--- src/rtl/idll_pkg.sv ---
// ----------------------------------------------------------------------------
// idll_pkg
// Shared types and constants for the indexed doubly linked list core.
// ----------------------------------------------------------------------------
package idll_pkg;

    localparam int ID_W          = 7;
    localparam int DEFAULT_NODES = 64;

    typedef enum logic [1:0] {
        OP_INS_LEFT  = 2'd0,
        OP_INS_RIGHT = 2'd1,
        OP_DELETE    = 2'd2,
        OP_WALK      = 2'd3
    } op_t;

    typedef enum logic [1:0] {
        STAT_DONE    = 2'd0,
        STAT_IGNORED = 2'd1,
        STAT_ERROR   = 2'd2
    } status_t;

    typedef enum logic [2:0] {
        S_IDLE,
        S_FETCH,
        S_CHECK,
        S_LINK,
        S_RESULT,
        S_WALK_RD,
        S_WALK_EMIT
    } state_t;

endpackage

--- src/rtl/idll_ram.sv ---
// ----------------------------------------------------------------------------
// idll_ram
// Generic single-write, single-read RAM with registered read data.
// ----------------------------------------------------------------------------
module idll_ram #(
    parameter int WIDTH = 8,
    parameter int DEPTH = 64
) (
    input  logic                     clk,
    input  logic                     we,
    input  logic [$clog2(DEPTH)-1:0] waddr,
    input  logic [WIDTH-1:0]         wdata,
    input  logic [$clog2(DEPTH)-1:0] raddr,
    output logic [WIDTH-1:0]         rdata
);

    logic [WIDTH-1:0] mem [DEPTH];

    always_ff @(posedge clk)
    begin
        if (we)
        begin
            mem[waddr] <= wdata;
        end
        rdata <= mem[raddr];
    end

endmodule

--- src/rtl/indexed_doubly_linked_list_core.sv ---
// ----------------------------------------------------------------------------
// indexed_doubly_linked_list_core
// Ordered list of node ids kept in left and right link RAMs with a head
// pointer; supports insert left/right, delete and a walk from the head.
// ----------------------------------------------------------------------------
// Sequence: insert and delete go through fetch, check, relink and result;
// a rejected insert or ignored delete skips relink and goes to result.
// Flow: one item at a time; a walk emits a node per hop: a read state for
// the registered right link RAM read, then an emit that waits on output.
// Reset: head is node 1, next free id is 2; RAM entries are never cleared,
// ids at or above the next free id are treated as absent and node 1 reads
// as unlinked until its links are first written.
// ----------------------------------------------------------------------------
module indexed_doubly_linked_list_core
    import idll_pkg::*;
#(
    parameter int NODES = DEFAULT_NODES
) (
    input  logic       clk,
    input  logic       rst_n,
    input  logic       s_axis_tvalid,
    output logic       s_axis_tready,
    input  logic [7:0] s_axis_tdata,   // [6:0] ref_node, [7] zero
    input  logic [1:0] s_axis_tuser,   // [1:0] operation
    output logic       m_axis_tvalid,
    input  logic       m_axis_tready,
    output logic [7:0] m_axis_tdata,   // [6:0] node_id, [7] zero
    output logic       m_axis_tlast,
    output logic [1:0] m_axis_tuser    // [1:0] status
);

    localparam int ADDR_W = $clog2(NODES);
    localparam int CNT_W  = $clog2(NODES + 1);
    localparam int LW     = ID_W + 1;

    localparam logic [ID_W-1:0]  ID_NONE  = '0;
    localparam logic [ID_W-1:0]  ID_ONE   = ID_W'(1);
    localparam logic [ID_W-1:0]  ID_MAX   = ID_W'(NODES);
    localparam logic [CNT_W-1:0] CNT_LAST = CNT_W'(NODES - 1);

    function automatic logic [ADDR_W-1:0] id_addr(input logic [ID_W-1:0] id);
        logic [ID_W-1:0] t;
        t = id - ID_ONE;
        return t[ADDR_W-1:0];
    endfunction

    state_t            state_reg, state_next;
    op_t               op_reg, op_next;
    logic [ID_W-1:0]   ref_reg, ref_next;
    logic [ID_W-1:0]   lk_reg, lk_next;
    logic [ID_W-1:0]   rk_reg, rk_next;
    logic [ID_W-1:0]   head_reg, head_next;
    logic [ID_W-1:0]   nfid_reg, nfid_next;
    logic [ID_W-1:0]   cur_reg, cur_next;
    logic [CNT_W-1:0]  cnt_reg, cnt_next;
    logic [ID_W-1:0]   res_id_reg, res_id_next;
    status_t           res_stat_reg, res_stat_next;
    logic              out_valid_reg, out_valid_next;
    logic [ID_W-1:0]   out_id_reg, out_id_next;
    logic              out_last_reg, out_last_next;
    status_t           out_stat_reg, out_stat_next;
    logic              l1_valid_reg, l1_valid_next;
    logic              r1_valid_reg, r1_valid_next;
    logic              lz_reg, lz_next;
    logic              rz_reg, rz_next;

    logic              in_fire;
    logic              out_free;
    logic              walk_last;
    logic [ID_W-1:0]   rd_id;
    logic [LW-1:0]     l_rdata;
    logic [ID_W-1:0]   r_rdata;
    logic [ID_W-1:0]   lk;
    logic [ID_W-1:0]   rk;
    logic              rm;
    logic              present;
    logic              ins_ok;
    logic              is_insert;

    logic              l_we, r_we;
    logic [ID_W-1:0]   l_wid, r_wid;
    logic [LW-1:0]     l_wdata;
    logic [ID_W-1:0]   r_wdata;

    assign s_axis_tready = (state_reg == S_IDLE);
    assign in_fire       = s_axis_tvalid && s_axis_tready;
    assign out_free      = !out_valid_reg || m_axis_tready;

    assign m_axis_tvalid = out_valid_reg;
    assign m_axis_tdata  = {1'b0, out_id_reg};
    assign m_axis_tlast  = out_last_reg;
    assign m_axis_tuser  = out_stat_reg;

    assign lk = lz_reg ? ID_NONE : l_rdata[ID_W-1:0];
    assign rm = lz_reg ? 1'b0 : l_rdata[ID_W];
    assign rk = rz_reg ? ID_NONE : r_rdata;

    assign present   = (ref_reg != ID_NONE) && (ref_reg <= ID_MAX)
                       && (ref_reg < nfid_reg) && !rm;
    assign ins_ok    = present && (nfid_reg <= ID_MAX);
    assign is_insert = (op_reg == OP_INS_LEFT) || (op_reg == OP_INS_RIGHT);
    assign walk_last = (rk == ID_NONE) || (cnt_reg == CNT_LAST);

    assign rd_id = ((state_reg == S_WALK_RD) || (state_reg == S_WALK_EMIT))
                   ? cur_reg : ref_reg;

    idll_ram #(
        .WIDTH (LW),
        .DEPTH (NODES)
    ) u_left_ram (
        .clk   (clk),
        .we    (l_we),
        .waddr (id_addr(l_wid)),
        .wdata (l_wdata),
        .raddr (id_addr(rd_id)),
        .rdata (l_rdata)
    );

    idll_ram #(
        .WIDTH (ID_W),
        .DEPTH (NODES)
    ) u_right_ram (
        .clk   (clk),
        .we    (r_we),
        .waddr (id_addr(r_wid)),
        .wdata (r_wdata),
        .raddr (id_addr(rd_id)),
        .rdata (r_rdata)
    );

    // next state
    always_comb
    begin
        state_next = state_reg;
        unique case (state_reg)
            S_IDLE:
            begin
                if (in_fire)
                begin
                    if (op_t'(s_axis_tuser) == OP_WALK)
                    begin
                        state_next = (head_reg == ID_NONE) ? S_RESULT : S_WALK_RD;
                    end
                    else
                    begin
                        state_next = S_FETCH;
                    end
                end
            end
            S_FETCH:
            begin
                state_next = S_CHECK;
            end
            S_CHECK:
            begin
                if (is_insert)
                begin
                    state_next = ins_ok ? S_LINK : S_RESULT;
                end
                else
                begin
                    state_next = present ? S_LINK : S_RESULT;
                end
            end
            S_LINK:
            begin
                state_next = S_RESULT;
            end
            S_RESULT:
            begin
                if (out_free)
                begin
                    state_next = S_IDLE;
                end
            end
            S_WALK_RD:
            begin
                state_next = S_WALK_EMIT;
            end
            S_WALK_EMIT:
            begin
                if (out_free)
                begin
                    state_next = walk_last ? S_IDLE : S_WALK_RD;
                end
            end
            default:
            begin
                state_next = S_IDLE;
            end
        endcase
    end

    // RAM writes
    always_comb
    begin
        l_we    = 1'b0;
        r_we    = 1'b0;
        l_wid   = nfid_reg;
        r_wid   = nfid_reg;
        l_wdata = '0;
        r_wdata = '0;
        if (state_reg == S_CHECK)
        begin
            unique case (op_reg)
                OP_INS_LEFT:
                begin
                    l_we    = ins_ok;
                    l_wdata = {1'b0, lk};
                    r_we    = ins_ok;
                    r_wdata = ref_reg;
                end
                OP_INS_RIGHT:
                begin
                    l_we    = ins_ok;
                    l_wdata = {1'b0, ref_reg};
                    r_we    = ins_ok;
                    r_wdata = rk;
                end
                OP_DELETE:
                begin
                    l_we    = present;
                    l_wid   = ref_reg;
                    l_wdata = {1'b1, ID_NONE};
                    r_we    = present && (lk != ID_NONE);
                    r_wid   = lk;
                    r_wdata = rk;
                end
                OP_WALK:
                begin
                    l_we = 1'b0;
                end
            endcase
        end
        else if (state_reg == S_LINK)
        begin
            unique case (op_reg)
                OP_INS_LEFT:
                begin
                    l_we    = 1'b1;
                    l_wid   = ref_reg;
                    l_wdata = {1'b0, nfid_reg};
                    r_we    = (lk_reg != ID_NONE);
                    r_wid   = lk_reg;
                    r_wdata = nfid_reg;
                end
                OP_INS_RIGHT:
                begin
                    l_we    = (rk_reg != ID_NONE);
                    l_wid   = rk_reg;
                    l_wdata = {1'b0, nfid_reg};
                    r_we    = 1'b1;
                    r_wid   = ref_reg;
                    r_wdata = nfid_reg;
                end
                OP_DELETE:
                begin
                    l_we    = (rk_reg != ID_NONE);
                    l_wid   = rk_reg;
                    l_wdata = {1'b0, lk_reg};
                    r_we    = 1'b1;
                    r_wid   = ref_reg;
                    r_wdata = ID_NONE;
                end
                OP_WALK:
                begin
                    l_we = 1'b0;
                end
            endcase
        end
    end

    // datapath
    always_comb
    begin
        op_next        = op_reg;
        ref_next       = ref_reg;
        lk_next        = lk_reg;
        rk_next        = rk_reg;
        head_next      = head_reg;
        nfid_next      = nfid_reg;
        cur_next       = cur_reg;
        cnt_next       = cnt_reg;
        res_id_next    = res_id_reg;
        res_stat_next  = res_stat_reg;
        out_valid_next = out_valid_reg && !m_axis_tready;
        out_id_next    = out_id_reg;
        out_last_next  = out_last_reg;
        out_stat_next  = out_stat_reg;
        l1_valid_next  = l1_valid_reg || (l_we && (l_wid == ID_ONE));
        r1_valid_next  = r1_valid_reg || (r_we && (r_wid == ID_ONE));
        lz_next        = (rd_id == ID_ONE) && !l1_valid_reg;
        rz_next        = (rd_id == ID_ONE) && !r1_valid_reg;

        unique case (state_reg)
            S_IDLE:
            begin
                if (in_fire)
                begin
                    op_next       = op_t'(s_axis_tuser);
                    ref_next      = s_axis_tdata[ID_W-1:0];
                    cur_next      = head_reg;
                    cnt_next      = '0;
                    res_id_next   = ID_NONE;
                    res_stat_next = STAT_DONE;
                end
            end
            S_CHECK:
            begin
                lk_next = lk;
                rk_next = rk;
                if (is_insert && !ins_ok)
                begin
                    res_stat_next = STAT_ERROR;
                end
                else if (!is_insert && !present)
                begin
                    res_stat_next = STAT_IGNORED;
                end
            end
            S_LINK:
            begin
                if (is_insert)
                begin
                    res_id_next = nfid_reg;
                    nfid_next   = nfid_reg + ID_ONE;
                    if ((op_reg == OP_INS_LEFT) && (lk_reg == ID_NONE))
                    begin
                        head_next = nfid_reg;
                    end
                end
                else if (head_reg == ref_reg)
                begin
                    head_next = rk_reg;
                end
            end
            S_RESULT:
            begin
                if (out_free)
                begin
                    out_valid_next = 1'b1;
                    out_id_next    = res_id_reg;
                    out_last_next  = 1'b1;
                    out_stat_next  = res_stat_reg;
                end
            end
            S_WALK_EMIT:
            begin
                if (out_free)
                begin
                    out_valid_next = 1'b1;
                    out_id_next    = cur_reg;
                    out_last_next  = walk_last;
                    out_stat_next  = STAT_DONE;
                    cur_next       = rk;
                    cnt_next       = cnt_reg + CNT_W'(1);
                end
            end
            default:
            begin
                cnt_next = cnt_reg;
            end
        endcase
    end

    always_ff @(posedge clk or negedge rst_n)
    begin
        if (!rst_n)
        begin
            state_reg     <= S_IDLE;
            head_reg      <= ID_ONE;
            nfid_reg      <= ID_W'(2);
            out_valid_reg <= 1'b0;
            l1_valid_reg  <= 1'b0;
            r1_valid_reg  <= 1'b0;
            lz_reg        <= 1'b0;
            rz_reg        <= 1'b0;
            cnt_reg       <= '0;
        end
        else
        begin
            state_reg     <= state_next;
            head_reg      <= head_next;
            nfid_reg      <= nfid_next;
            out_valid_reg <= out_valid_next;
            l1_valid_reg  <= l1_valid_next;
            r1_valid_reg  <= r1_valid_next;
            lz_reg        <= lz_next;
            rz_reg        <= rz_next;
            cnt_reg       <= cnt_next;
        end
    end

    always_ff @(posedge clk)
    begin
        op_reg       <= op_next;
        ref_reg      <= ref_next;
        lk_reg       <= lk_next;
        rk_reg       <= rk_next;
        cur_reg      <= cur_next;
        res_id_reg   <= res_id_next;
        res_stat_reg <= res_stat_next;
        out_id_reg   <= out_id_next;
        out_last_reg <= out_last_next;
        out_stat_reg <= out_stat_next;
    end

endmodule
--- config.mk ---
export PLATFORM = sky130hd
export DESIGN_NAME = indexed_doubly_linked_list_core
export DESIGN_NICKNAME = d
export VERILOG_FILES = /design/src/rtl/idll_pkg.sv /design/src/rtl/idll_ram.sv /design/src/rtl/indexed_doubly_linked_list_core.sv
export SDC_FILE = /design/constraint.sdc
export NUM_CORES = 1
export LEC_CHECK = 0
export BUFFER_PORTS_ARGS = -buffer_cell sky130_fd_sc_hd__buf_2
export CELL_PAD_IN_SITES_DETAIL_PLACEMENT = 0
export CELL_PAD_IN_SITES_GLOBAL_PLACEMENT = 2
export CORE_ASPECT_RATIO = 1.5
export CORE_MARGIN = 1.5
export CORE_UTILIZATION = 40
export DETAILED_ROUTE_END_ITERATION = 16
export PLACE_DENSITY_LB_ADDON = 0.1
export SYNTH_ARGS = -nofsm -noshare
export SYNTH_HDL_FRONTEND = slang
export SYNTH_SLANG_ARGS = --single-unit
--- constraint.sdc ---
create_clock -name clk -period 16.3 [get_ports clk]
set_clock_uncertainty 0.2 [all_clocks]
set_input_delay 3.26 -clock clk [delete_from_list [all_inputs] [get_ports clk]]
set_output_delay 3.26 -clock clk [all_outputs]
set_load 0.05 [all_outputs]
[Yosys cells after proc, flatten, opt, wreduce, memory -nomap -nowiden]
Memories as Yosys holds them, arrays and structs flattened. A register that Yosys moved wholly into a read port is not among the register bits.
Cells that the tools add are included.
Word-level totals
  output and inout port bits: 13
  memories kept: 2
  logic and storage cells: 171
  bits of input ports: 14
  register bits after elaboration: 78
  memory bits (writable): 960
Memory list
  u_left_ram.mem: words 64, width 8, read ports 1, clocked after memory_dff 1, write ports 1, RTL line idll_ram.sv:17  | logic [WIDTH-1:0] mem [DEPTH];
  u_right_ram.mem: words 64, width 7, read ports 1, clocked after memory_dff 1, write ports 1, RTL line idll_ram.sv:17
Cells by class
  reduce and logical (&&, ||, !) cells: 53
  multiplexer cells: 68
  add/sub/neg operators: 5
  order comparisons: 3
  eq/ne operators: 21
Operators by type and width (number)
  7-bit 2-to-1 mux: 23
  7-bit case mux with 2 select lines: 8
  7-bit nonzero test: 4
  3-bit 2-to-1 mux: 8
  8-bit case mux with 3 select lines: 1
  7-bit by 1-bit equality test with 1-bit output (second input constant): 3
  7-bit zero test: 3
  3-bit case mux with 7 select lines: 1
  3-bit AND reduction: 6
  6-bit by 1-bit subtractor with 6-bit output (second input constant): 3
  7-bit by 1-bit adder with 7-bit output (second input constant): 2
  7-bit less-or-equal comparator (second input constant): 2
  1-bit logical AND: 14
  1-bit 2-to-1 mux: 14
  2-bit 2-to-1 mux: 5
  2-bit nonzero test: 5
  3-bit equality test (second input constant): 3
  1-bit zero test: 8
  8-bit 2-to-1 mux: 1
  2-bit case mux with 2 select lines: 2
  7-bit by 6-bit equality test with 1-bit output (second input constant): 1
  7-bit equality test: 1
  7-bit < comparator: 1
  2-bit equality test (second input constant): 3
  other kinds (13): 28

[Logic depth before layout (Yosys ltp)]
Gate-level depths: netlist (run 1).
  depth in word-level cells: 9
  mapped depth: 16
  gate-level depth less buffers: 11

[By module]
Synthesis (run 1) repeated with hierarchy kept, for this count alone.
Second synthesis, totals
  cell total of the unflattened synthesis: 2259
  area, all modules: 42707.2 um^2
By module, submodules not included
  idll_ram at u_left_ram: cells an instance 940, sequential area each 15534.9 um^2, area each 20166.8 um^2, times used 1
  idll_ram at u_right_ram: cells an instance 827, sequential area each 13593.0 um^2, area each 17635.7 um^2, times used 1
  indexed_doubly_linked_list_core: cells an instance 492, sequential area each 2199.6 um^2, area each 4904.7 um^2, times used 1

[Worst setup path before layout (run 1)]
No wires, ideal clock.
  kind: reg-to-output
  from: register state_reg[2]
  to: output port s_axis_tready
  path slack: 10.892 ns
  data arrival time: 1.948 ns
  cell stages (with the launch flop): 4
  buffers on the path: 2
  data required time: 12.840 ns
  cell sequence: dfrtp_1 > clkbuf_1 > clkbuf_1 > nor3_1
On the way
  cells in the longest elaborated chain, start to end: 1
Ends and longest elaborated chain
  start: declaration: RTL line indexed_doubly_linked_list_core.sv:47  | state_t state_reg, state_next;
  start signal: assignment: RTL line indexed_doubly_linked_list_core.sv:382  | state_reg <= state_next;
  3-bit zero test: RTL line indexed_doubly_linked_list_core.sv:85  | assign s_axis_tready = (state_reg == S_IDLE);
  end: declaration: RTL line indexed_doubly_linked_list_core.sv:22  | output logic s_axis_tready,
No other way between the ends.

[Final worst setup path (run 1)]
  from: register state_reg[0]
  to: register u_left_ram.rdata[4], read port of u_left_ram.mem
On the way
  cells in the longest elaborated chain, start to end: 4
Ends and longest elaborated chain
  3-bit equality test: RTL line indexed_doubly_linked_list_core.sv:104  | assign rd_id = ((state_reg == S_WALK_RD) || (state_reg == S_WALK_EMIT))
  1-bit logical OR (*): RTL line indexed_doubly_linked_list_core.sv:104
  7-bit 2-to-1 mux (*): RTL line indexed_doubly_linked_list_core.sv:105  | ? cur_reg : ref_reg;
  6-bit by 1-bit subtractor with 6-bit output (*): RTL line indexed_doubly_linked_list_core.sv:43  | t = id - ID_ONE;
  end: declaration: RTL line idll_ram.sv:14  | output logic [WIDTH-1:0] rdata
Every way passes the cells marked *; elsewhere a longest branch is shown, timed or not.
A chain may end at the register's enable or synchronous reset.

==> impl_metrics.ini, run 1 <==
[status]
status = finished, final reports clean

[setup_path]
crit_slowest_cell = buf_4
crit_path_frequent_cell = buf_4
crit_fanout = 44
critPathArrivalTime_ns = 6.83
slowest_delay_ns = 0.83
cp.required_ns = 16.69
crit_buf_inv = 4
critPathCaptureType = flip-flop
startpoint_type = flip-flop
cp_top_family = buffers and inverters
criticalPathCategory = flip-flop to flip-flop
worstSetupStartpoint = state_reg[0]
rrSetupSlack_ns = 9.87
cp_cell_sequence = xor2_2, a21boi_1, nor2_4, buf_4, buf_4, buf_4, buf_4, mux4_2, mux2i_1, o22ai_1, or4_1
r2r-start = state_reg[0]

[die]
die_x_um = 269
dieArea_mm2 = 0.108
start_util_pct = 40.3
fp.dieH_um = 402
rows = 146
num_io_pins = 27
coreArea_mm2 = 0.105

[pwr]
powerDensity_mw_per_mm2 = 177
leakagePower_nw = 15.7
peakVddDrop_mv = 0.200

[synthesis]
ys_warn_count = 0
synth_area_per_cell_um2 = 19.2
yosysSeqAreaShare_pct = 73.7
syn_area_mm2 = 0.0425
ys_types = 68
synthCells = 2207
synth_ff_type = edfxtp_1
async_flop_share_pct = 2.75
synth_edf_count = 1009
ys_ff_latch = 1053
syn_nets = 2241

[grt]
grt_max_degree = 101
grt_overflow = 0
grt_pass1_vias = 22100
grt_pass1_wl_um = 156000
antenna_found_initial = 0
grt_use_total_pct = 20.3

[clock_network]
h-tree-depth = 3
clkSlewWorstSetupHoldPaths_ns = 0.06
clockRootBuffer = clkbuf_16
tritoncts = yes
insertion_delay_ns = 0.72
post_cts.repair.setup_buffers = 0
clockBufferDepth = 3
cts-resized-gates = 0
cts_buffers = 103
numClockSinks = 1053
postCtsHoldBufs = 0

[worst_hold_path]
hold_path_class = flip-flop to flip-flop
worstHoldStart = r1_valid_reg

[layout]
reg_top3 = u_left_ram.mem: 512 flops, u_right_ram.mem: 448 flops, u_left_ram.rdata: 8 flops
layout_common_cells = edfxtp_1, mux4_2, nor2_1, mux2i_1, clkbuf_16
largest_reg_flops = 512
drive_above_1_share_pct = 21.2
regMostFlops = u_left_ram.mem
num-fill-cells = 9147
fin_nets = 2289
final_common_cell = edfxtp_1
area_delta_synth_final_pct = 12.9

[timing]
fin_tns_setup_ns = 0
max_freq_mhz = 155
fin_crit_sh_pct = 39.5
fin_crit_ns = 6.43
tightest_slew_ns = 1.09
setup_ws_ns = 9.87
slew_headroom_pct = 27.0
setup_viol = 0
drv_slew = 0
grt_setup_unrepaired = no
final_hold_viol_count = 0

[flow_run]
maxCapViolCount = 0

[route]
wl_um = 108000
viasPerCell = 5.50
antenna_left = 0
remaining_drc_errors = 0
wl_per_cell_um = 28.8
vias = 20600
drt_iter0_markers = 1570
first_pass_iters = 5

[place]
routabilityCongestion = 0.853
dp_hpwl_um = 69400
dp_slack_ns = 9.63
placement.io_buffers = 24
cells in the mapped netlist (18+ instances only):
library cell | instances | share of area (%)
o22ai_1 | 73 | 1.1
nor2b_1 | 23 | 0.34
clkbuf_1 | 85 | 0.75
edfxtp_1 | 1009 | 71
nand2_1 | 53 | 0.47
a22oi_1 | 27 | 0.48
ha_1 | 20 | 0.59
xnor2_1 | 22 | 0.45
dfrtp_1 | 27 | 1.6
nor2_1 | 162 | 1.4
or4_1 | 18 | 0.32
mux4_2 | 238 | 13
mux2i_1 | 126 | 3.0
o21ai_0 | 27 | 0.32
nand3_1 | 34 | 0.40
inv_1 | 20 | 0.18
where the power goes:
group / internal, mW / total (mW) / switching [mW]
Clock: 1.45 / 2.50 / 1.05
Combinational: 1.04 / 2.76 / 1.71
Sequential: 3.14 / 3.23 / 0.0856
Total: 5.64 / 8.48 / 2.85
area by class of cell:
cell class | instances | area [um^2] | area share, %
tap | 1406 | 1760 | 3.67
clock inverter | 65 | 826 | 1.72
sequential | 1053 | 31300 | 65.3
antenna | 1 | 2.50 | 0.00522
clock buffer | 131 | 2760 | 5.76
timing repair buffer | 63 | 425 | 0.887
inverter | 20 | 75.1 | 0.157
multi-input combinational | 1014 | 10800 | 22.5
routing by layer:
layer	global-route usage [%]	routed length (um)	up-vias
li1	-	-	9125
met2	36.8	58200	418
met3	2.61	3570	163
met1	24.1	41900	10900
met4	8.65	4320	0
met5	0	0	-
through the flow:
step                      std cells  util (%)  power [mW]  area, um^2  hold WS, ns
after floorplan                2207         -        5.12       42500        0.205
after global routing           3752      45.5        8.84       47900        0.288
after CTS                      3752      45.5        8.62       47900        0.264
final                          3753      45.5        8.48       48000        0.273
after global placement         3556      42.1        6.07       44400        0.241
after detailed placement       3556      42.1        6.10       44400        0.253
cell families after synthesis:
| family | count (synthesis) | share of synthesized area [%] |
|---|---|---|
| mux | 379 | 16.0 |
| fa+ha+maj | 20 | 0.589 |
| buf+inv | 140 | 1.41 |
| compound gates | 195 | 3.09 |
| other cells | 1 | 0.00883 |
| simple gates | 382 | 4.40 |
| xor+xnor | 37 | 0.780 |
| flops | 1053 | 73.7 |
path summary, 6_finish.rpt:
kind / end / depth (start not counted)
min in group asynchronous: m_axis_tvalid / 1
max reg2reg: u_left_ram.rdata[4] / 11
max in group asynchronous: l1_valid_reg / 1
min: rz_reg / 1
min reg2reg: rz_reg / 1
max: u_left_ram.rdata[4] / 11
Note: power is estimated with default switching activity, not from simulation.
==> run 2, diff against run 1 <==
Clock period 16.3 ns to 5.9 ns, I/O delays scaled along.
==> run 2 against run 1 <==
Setup slack got worse by 9.0 ns. Clock-buffer cell count decreased by 13. Design area increased by 1.7%. Global-route usage increased by 0.68 points. Critical path type unchanged.
==> impl_metrics.ini, run 2 (synthesis gave the netlist of run 1 again) <==
[layout]
fin_nets = 2426
reg_top3 = u_left_ram.mem: 512 flops, u_right_ram.mem: 448 flops, u_left_ram.rdata: 8 flops
largest_reg_flops = 512
utilization_pct = 46.3
area_delta_synth_final_pct = 14.8
layout_common_cells = edfxtp_1, mux4_2, buf_4, nor2_1, mux2i_1
final_common_cell = edfxtp_1
num-fill-cells = 8998
regMostFlops = u_left_ram.mem
final_area_mm2 = 0.0488
drive_above_1_share_pct = 25.7

[clock_network]
insertion_delay_ns = 0.73
cts-resized-gates = 0
post_cts.repair.setup_buffers = 0
clockRootBuffer = clkbuf_16
tritoncts = yes
postCtsHoldBufs = 0
cts_buffers = 103
numClockSinks = 1053
h-tree-depth = 3
clkSlewWorstSetupHoldPaths_ns = 0.06
clockBufferDepth = 3

[timing]
grt_setup_unrepaired = no
setup_viol = 0
fin_tns_setup_ns = 0
setup_ws_ns = 0.824
final_hold_viol_count = 0
fin_crit_sh_pct = 86.0
max_freq_mhz = 197
tightest_slew_ns = 1.21
fin_crit_ns = 5.08
drv_slew = 0
slew_headroom_pct = 19.4

[die]
dieArea_mm2 = 0.108
num_io_pins = 27
die_x_um = 269
fp.dieH_um = 402
start_util_pct = 40.3
coreArea_mm2 = 0.105
rows = 146

[setup_path]
critPathArrivalTime_ns = 5.46
critPathCaptureType = flip-flop
crit_slowest_cell = buf_4
cp.required_ns = 6.28
rrSetupSlack_ns = 0.82
slowest_delay_ns = 0.72
startpoint_type = flip-flop
cp_cell_sequence = xor2_2, a21boi_1, nor2_4, buf_12, buf_4, mux4_2, mux2i_1, o22ai_1, or4_1
criticalPathCategory = flip-flop to flip-flop
crit_fanout = 87

[grt]
grt_pass1_vias = 22500
grt_pass1_wl_um = 161000
grt_overflow = 0
grt_use_total_pct = 21.0
grt_max_degree = 88
antenna_found_initial = 2

[route]
viasPerCell = 5.46
drt_iter0_markers = 1764
wl_per_cell_um = 28.7
wl_um = 111000
remaining_drc_errors = 0
vias = 21200
first_pass_iters = 6
antenna_left = 0

[pwr]
peakVddDrop_mv = 0.608
clockPowerShare_pct = 27.9
powerDensity_mw_per_mm2 = 477
p_switching_mw = 7.98
p_sw_share_pct = 34.3
p_int_mw = 15.3
leakagePower_nw = 16.3
power_frac_seq_pct = 38.1
power_frac_comb_pct = 34.0

[place]
dp_hpwl_um = 72800
dp_slack_ns = 0.787
routabilityCongestion = 0.867
placement.io_buffers = 24
dpl-instance-area_mm2 = 0.0455

[status]
status = finished, final reports clean

[flow_run]
maxCapViolCount = 0

[worst_hold_path]
hold_path_class = flip-flop to flip-flop
==> run 2: cell count changes in the layout (fill, tap and decap cells not counted), sizes merged <==
cell / change
buf: +137
clkbuf: -13
bufinv: -7
clkinvlp: +7
clkinv: +6
inv: +4
==> run 2: path summary, 6_finish.rpt <==
| path | startpoint | endpoint | depth (start not counted) |
|---|---|---|---|
| max | state_reg[1] | u_left_ram.rdata[0] | 9 |
| min reg2reg | r1_valid_reg | rz_reg | 1 |
| min | r1_valid_reg | rz_reg | 1 |
| max in group asynchronous | rst_n | nfid_reg[2] | 1 |
| max reg2reg | state_reg[1] | u_left_ram.rdata[0] | 9 |
| min in group asynchronous | rst_n | cnt_reg[4] | 1 |
==> run 2: cell type report <==
| class | instances | area (um^2) | share of cell area (%) |
|---|---|---|---|
| flip-flops and latches | 1053 | 31300 | 64.2 |
| multi-input cells | 1014 | 10800 | 22.1 |
| clock buffers | 118 | 2640 | 5.42 |
| well taps | 1406 | 1760 | 3.61 |
| repair buffers | 200 | 1530 | 3.13 |
| clock inverters | 75 | 669 | 1.37 |
| inverters | 20 | 75.1 | 0.154 |
| diodes | 1 | 2.50 | 0.00513 |
==> run 2: critical path: cells and delay by family (launching register included) <==
| kind | cells | cell delay, ns |
|---|---|---|
| compound gates | 2 | 0.39 |
| xor+xnor | 1 | 0.39 |
| buf+inv | 2 | 1.18 |
| flops | 1 | 0.71 |
| mux | 2 | 0.97 |
| simple gates | 2 | 0.84 |
==> run 2: power groups by stage <==
stage | clock [mW] | sequential [mW] | combinational, mW
floorplan | 0 | 9.01 | 5.15
global placement | 0 | 9.02 | 8.04
detailed placement | 0 | 9.02 | 8.09
CTS | 6.66 | 8.86 | 8.11
global route | 6.92 | 8.88 | 8.43
finish | 6.49 | 8.87 | 7.90
==> run 2: routing by layer <==
metal	vias to the layer above	track usage (%)	wire length, um
li1	9410	-	-
met3	171	2.61	3960
met2	484	38.0	60300
met1	11200	25.0	42700
met4	0	8.76	4440
met5	-	0	0
==> run 2: metrics by stage <==
step | hold WS (ns) | cells | total power, mW
2_1_floorplan | 0.205 | 2207 | 14.2
3_3_place_gp | 0.239 | 3693 | 17.1
3_5_place_dp | 0.238 | 3693 | 17.1
4_1_cts | 0.248 | 3886 | 23.6
5_1_grt | 0.261 | 3887 | 24.2
6_report | 0.241 | 3887 | 23.3
==> run 3, diff against run 2 <==
Settings changed: ABC_AREA set to 1, CORE_UTILIZATION 40 to 38.
==> run 3 against run 2 <==
Clock power rose by 5.1%. Power up 17%. Worst hold slack got worse by 0.013 ns. Non-clock buffer count fell by 68. Routed wire length increased by 28%. First-iteration DRC count is 10% higher. Die area increased by 19%. Combinational power increased by 47%. Largest power group is now combinational logic. Clock-buffer cell count is 12 higher. Final cell count rose by 70%. Flip-flop and latch count is the same. Core utilization fell by 3.3 points.
==> impl_metrics.ini, run 3 <==
[status]
status = finished, final reports clean

[synthesis]
synth_edf_count = 1009
ys_types = 54
syn_area_mm2 = 0.0483
ys_ff_latch = 1053
synthMuxAreaShare_pct = 0
ys_warn_count = 0
syn_nets = 4847
synthTopCellsByArea = edfxtp_1, nand3_1, nand2_1
yosysSeqAreaShare_pct = 64.9
yosysMostFrequentCell = nand2_1
synth_top_family_by_area = simple AND/OR/NAND/NOR gates
synth_xor_xnor_area_share_pct = 0.534
synthAdderAreaFrac_pct = 0.518
synth_top_area_share_pct = 62.8
synthCells = 4813
synth_area_per_cell_um2 = 10.0
netlist_top_cells_count = nand2_1, edfxtp_1, nand3_1, inv_1, nor2_1
yosys.area_share.simple_pct = 22.9
synth_compound_area_share_pct = 1.73
synth_ff_type = edfxtp_1
async_flop_share_pct = 2.75
synth_top_cell_by_area = edfxtp_1

[timing]
max_freq_mhz = 205
final_hold_viol_count = 0
drv_slew = 0
fin_crit_ns = 4.87
whs_ns = 0.228
fin_tns_setup_ns = 0
fin_crit_sh_pct = 82.5
grt_setup_unrepaired = no
tightest_slew_ns = 1.14
setup_viol = 0
slew_headroom_pct = 24.0

[die]
num_io_pins = 27
die_x_um = 294
dieArea_mm2 = 0.129
start_util_pct = 38.2
fp.dieH_um = 439
coreArea_mm2 = 0.126
rows = 160

[route]
drt_iter0_markers = 1948
wl_per_cell_um = 21.5
vias = 32000
antenna_left = 0
first_pass_iters = 5
viasPerCell = 4.84
remaining_drc_errors = 0
wl_um = 142000

[place]
dp_hpwl_um = 87000
routabilityCongestion = 0.808
placement.io_buffers = 24

[setup_path]
startpoint_type = flip-flop
crit_fanout = 9
critPathArrivalTime_ns = 5.01
cp.required_ns = 6.04
criticalPathCategory = flip-flop to flip-flop
critPathCaptureType = flip-flop

[layout]
area_delta_synth_final_pct = 12.4
fin_nets = 4854
regMostFlops = u_left_ram.mem
drive_above_1_share_pct = 7.95
final_common_cell = nand2_1
largest_reg_flops = 512
reg_top3 = u_left_ram.mem: 512 flops, u_right_ram.mem: 448 flops, u_left_ram.rdata: 8 flops
utilization_pct = 42.9
layout_common_cells = nand2_1, edfxtp_1, nand3_1, inv_1, nor2_1

[clock_network]
cts-resized-gates = 0
h-tree-depth = 3
post_cts.repair.setup_buffers = 0
tritoncts = yes
clkSlewWorstSetupHoldPaths_ns = 0.07
numClockSinks = 1053
cts_buffers = 106
clockRootBuffer = clkbuf_16
insertion_delay_ns = 0.72
postCtsHoldBufs = 0
clockBufferDepth = 3

[pwr]
peakVddDrop_mv = 0.531
powerDensity_mw_per_mm2 = 503
leakagePower_nw = 22.5
power_mw = 27.3

[worst_hold_path]
hold_path_class = flip-flop to flip-flop

[grt]
grt_pass1_wl_um = 210000
antenna_found_initial = 2
grt_use_total_pct = 22.2
grt_pass1_vias = 31700
grt_overflow = 0
grt_max_degree = 125

[flow_run]
maxCapViolCount = 0
[run 3: cell types whose count changed after synthesis, moves of 68 or more]
| cell | before | now |
|---|---|---|
| nand3b_1 | 7 | 75 |
| buf_2 | 17 | 99 |
| inv_1 | 20 | 912 |
| nand3_1 | 34 | 973 |
| nand2_1 | 53 | 1099 |
| mux2i_1 | 126 | 0 |
| mux4_2 | 238 | 0 |
[run 3: path summary, 6_finish.rpt]
kind                                        end  slack, ns          from  cells after the start
setup / recovery           u_left_ram.mem[6][5]       1.03   nfid_reg[6]                     10
hold / removal                           rz_reg       0.23  r1_valid_reg                      1
hold reg to reg                          rz_reg       0.23  r1_valid_reg                      1
setup reg to reg           u_left_ram.mem[6][5]       1.03   nfid_reg[6]                     10
max in group asynchronous                lz_reg       4.62         rst_n                      1
min in group asynchronous           head_reg[3]       0.35         rst_n                      1
[run 3: critical path: stages (launching register included)]
cell     delay (ns)
dfrtp_1        0.42
inv_1          0.26
ha_1           0.31
a21oi_1        0.15
o21a_1         0.13
nand2_1        0.07
nor3_1         0.66
nand3_1        0.14
nand3_1        0.42
nand3_1        0.76
nor2_1         0.96
[run 3: logic make-up after synthesis]
| group | after synthesis |
|---|---|
| AOI/OAI and AO/OA | 139 |
| xor gates and xnor gates | 17 |
| adders and majority gates | 20 |
| buffers and inverters | 1159 |
| DFF | 1053 |
| other | 1 |
| and+or+nand+nor | 2424 |
[run 3: per-stage QoR]
stage	std cells	cell area, um^2	worst slack [ns]
6_report	6610	54200	1.03
5_1_grt	6610	54200	0.839
4_1_cts	6609	54200	1.03
3_5_place_dp	6413	50800	1.02
3_3_place_gp	6413	50800	1.09
2_1_floorplan	4813	48300	0.882
[run 3: layout make-up]
type / count / area, um^2
diodes: 1 / 2.50
clock buffers: 130 / 2750
clock inverters: 66 / 708
fillers: 12200 / 72100
inverters: 926 / 3500
multi-input cells: 2601 / 12700
flip-flops and latches: 1053 / 31300
well taps: 1701 / 2130
repair buffers: 132 / 1170
[run 3: metal layers]
metal / GRT usage, % / routed length [um]
met5: 0 / 0
met4: 6.83 / 3770
met3: 2.51 / 5240
met2: 39.5 / 72900
met1: 28.1 / 60300
[run 3: power breakdown]
group	internal [mW]	total, mW	switching (mW)	leakage, nW
clock	3.85	6.82	2.96	1.67
combinational	3.07	11.6	8.51	11.2
sequential	8.69	8.86	0.178	9.69
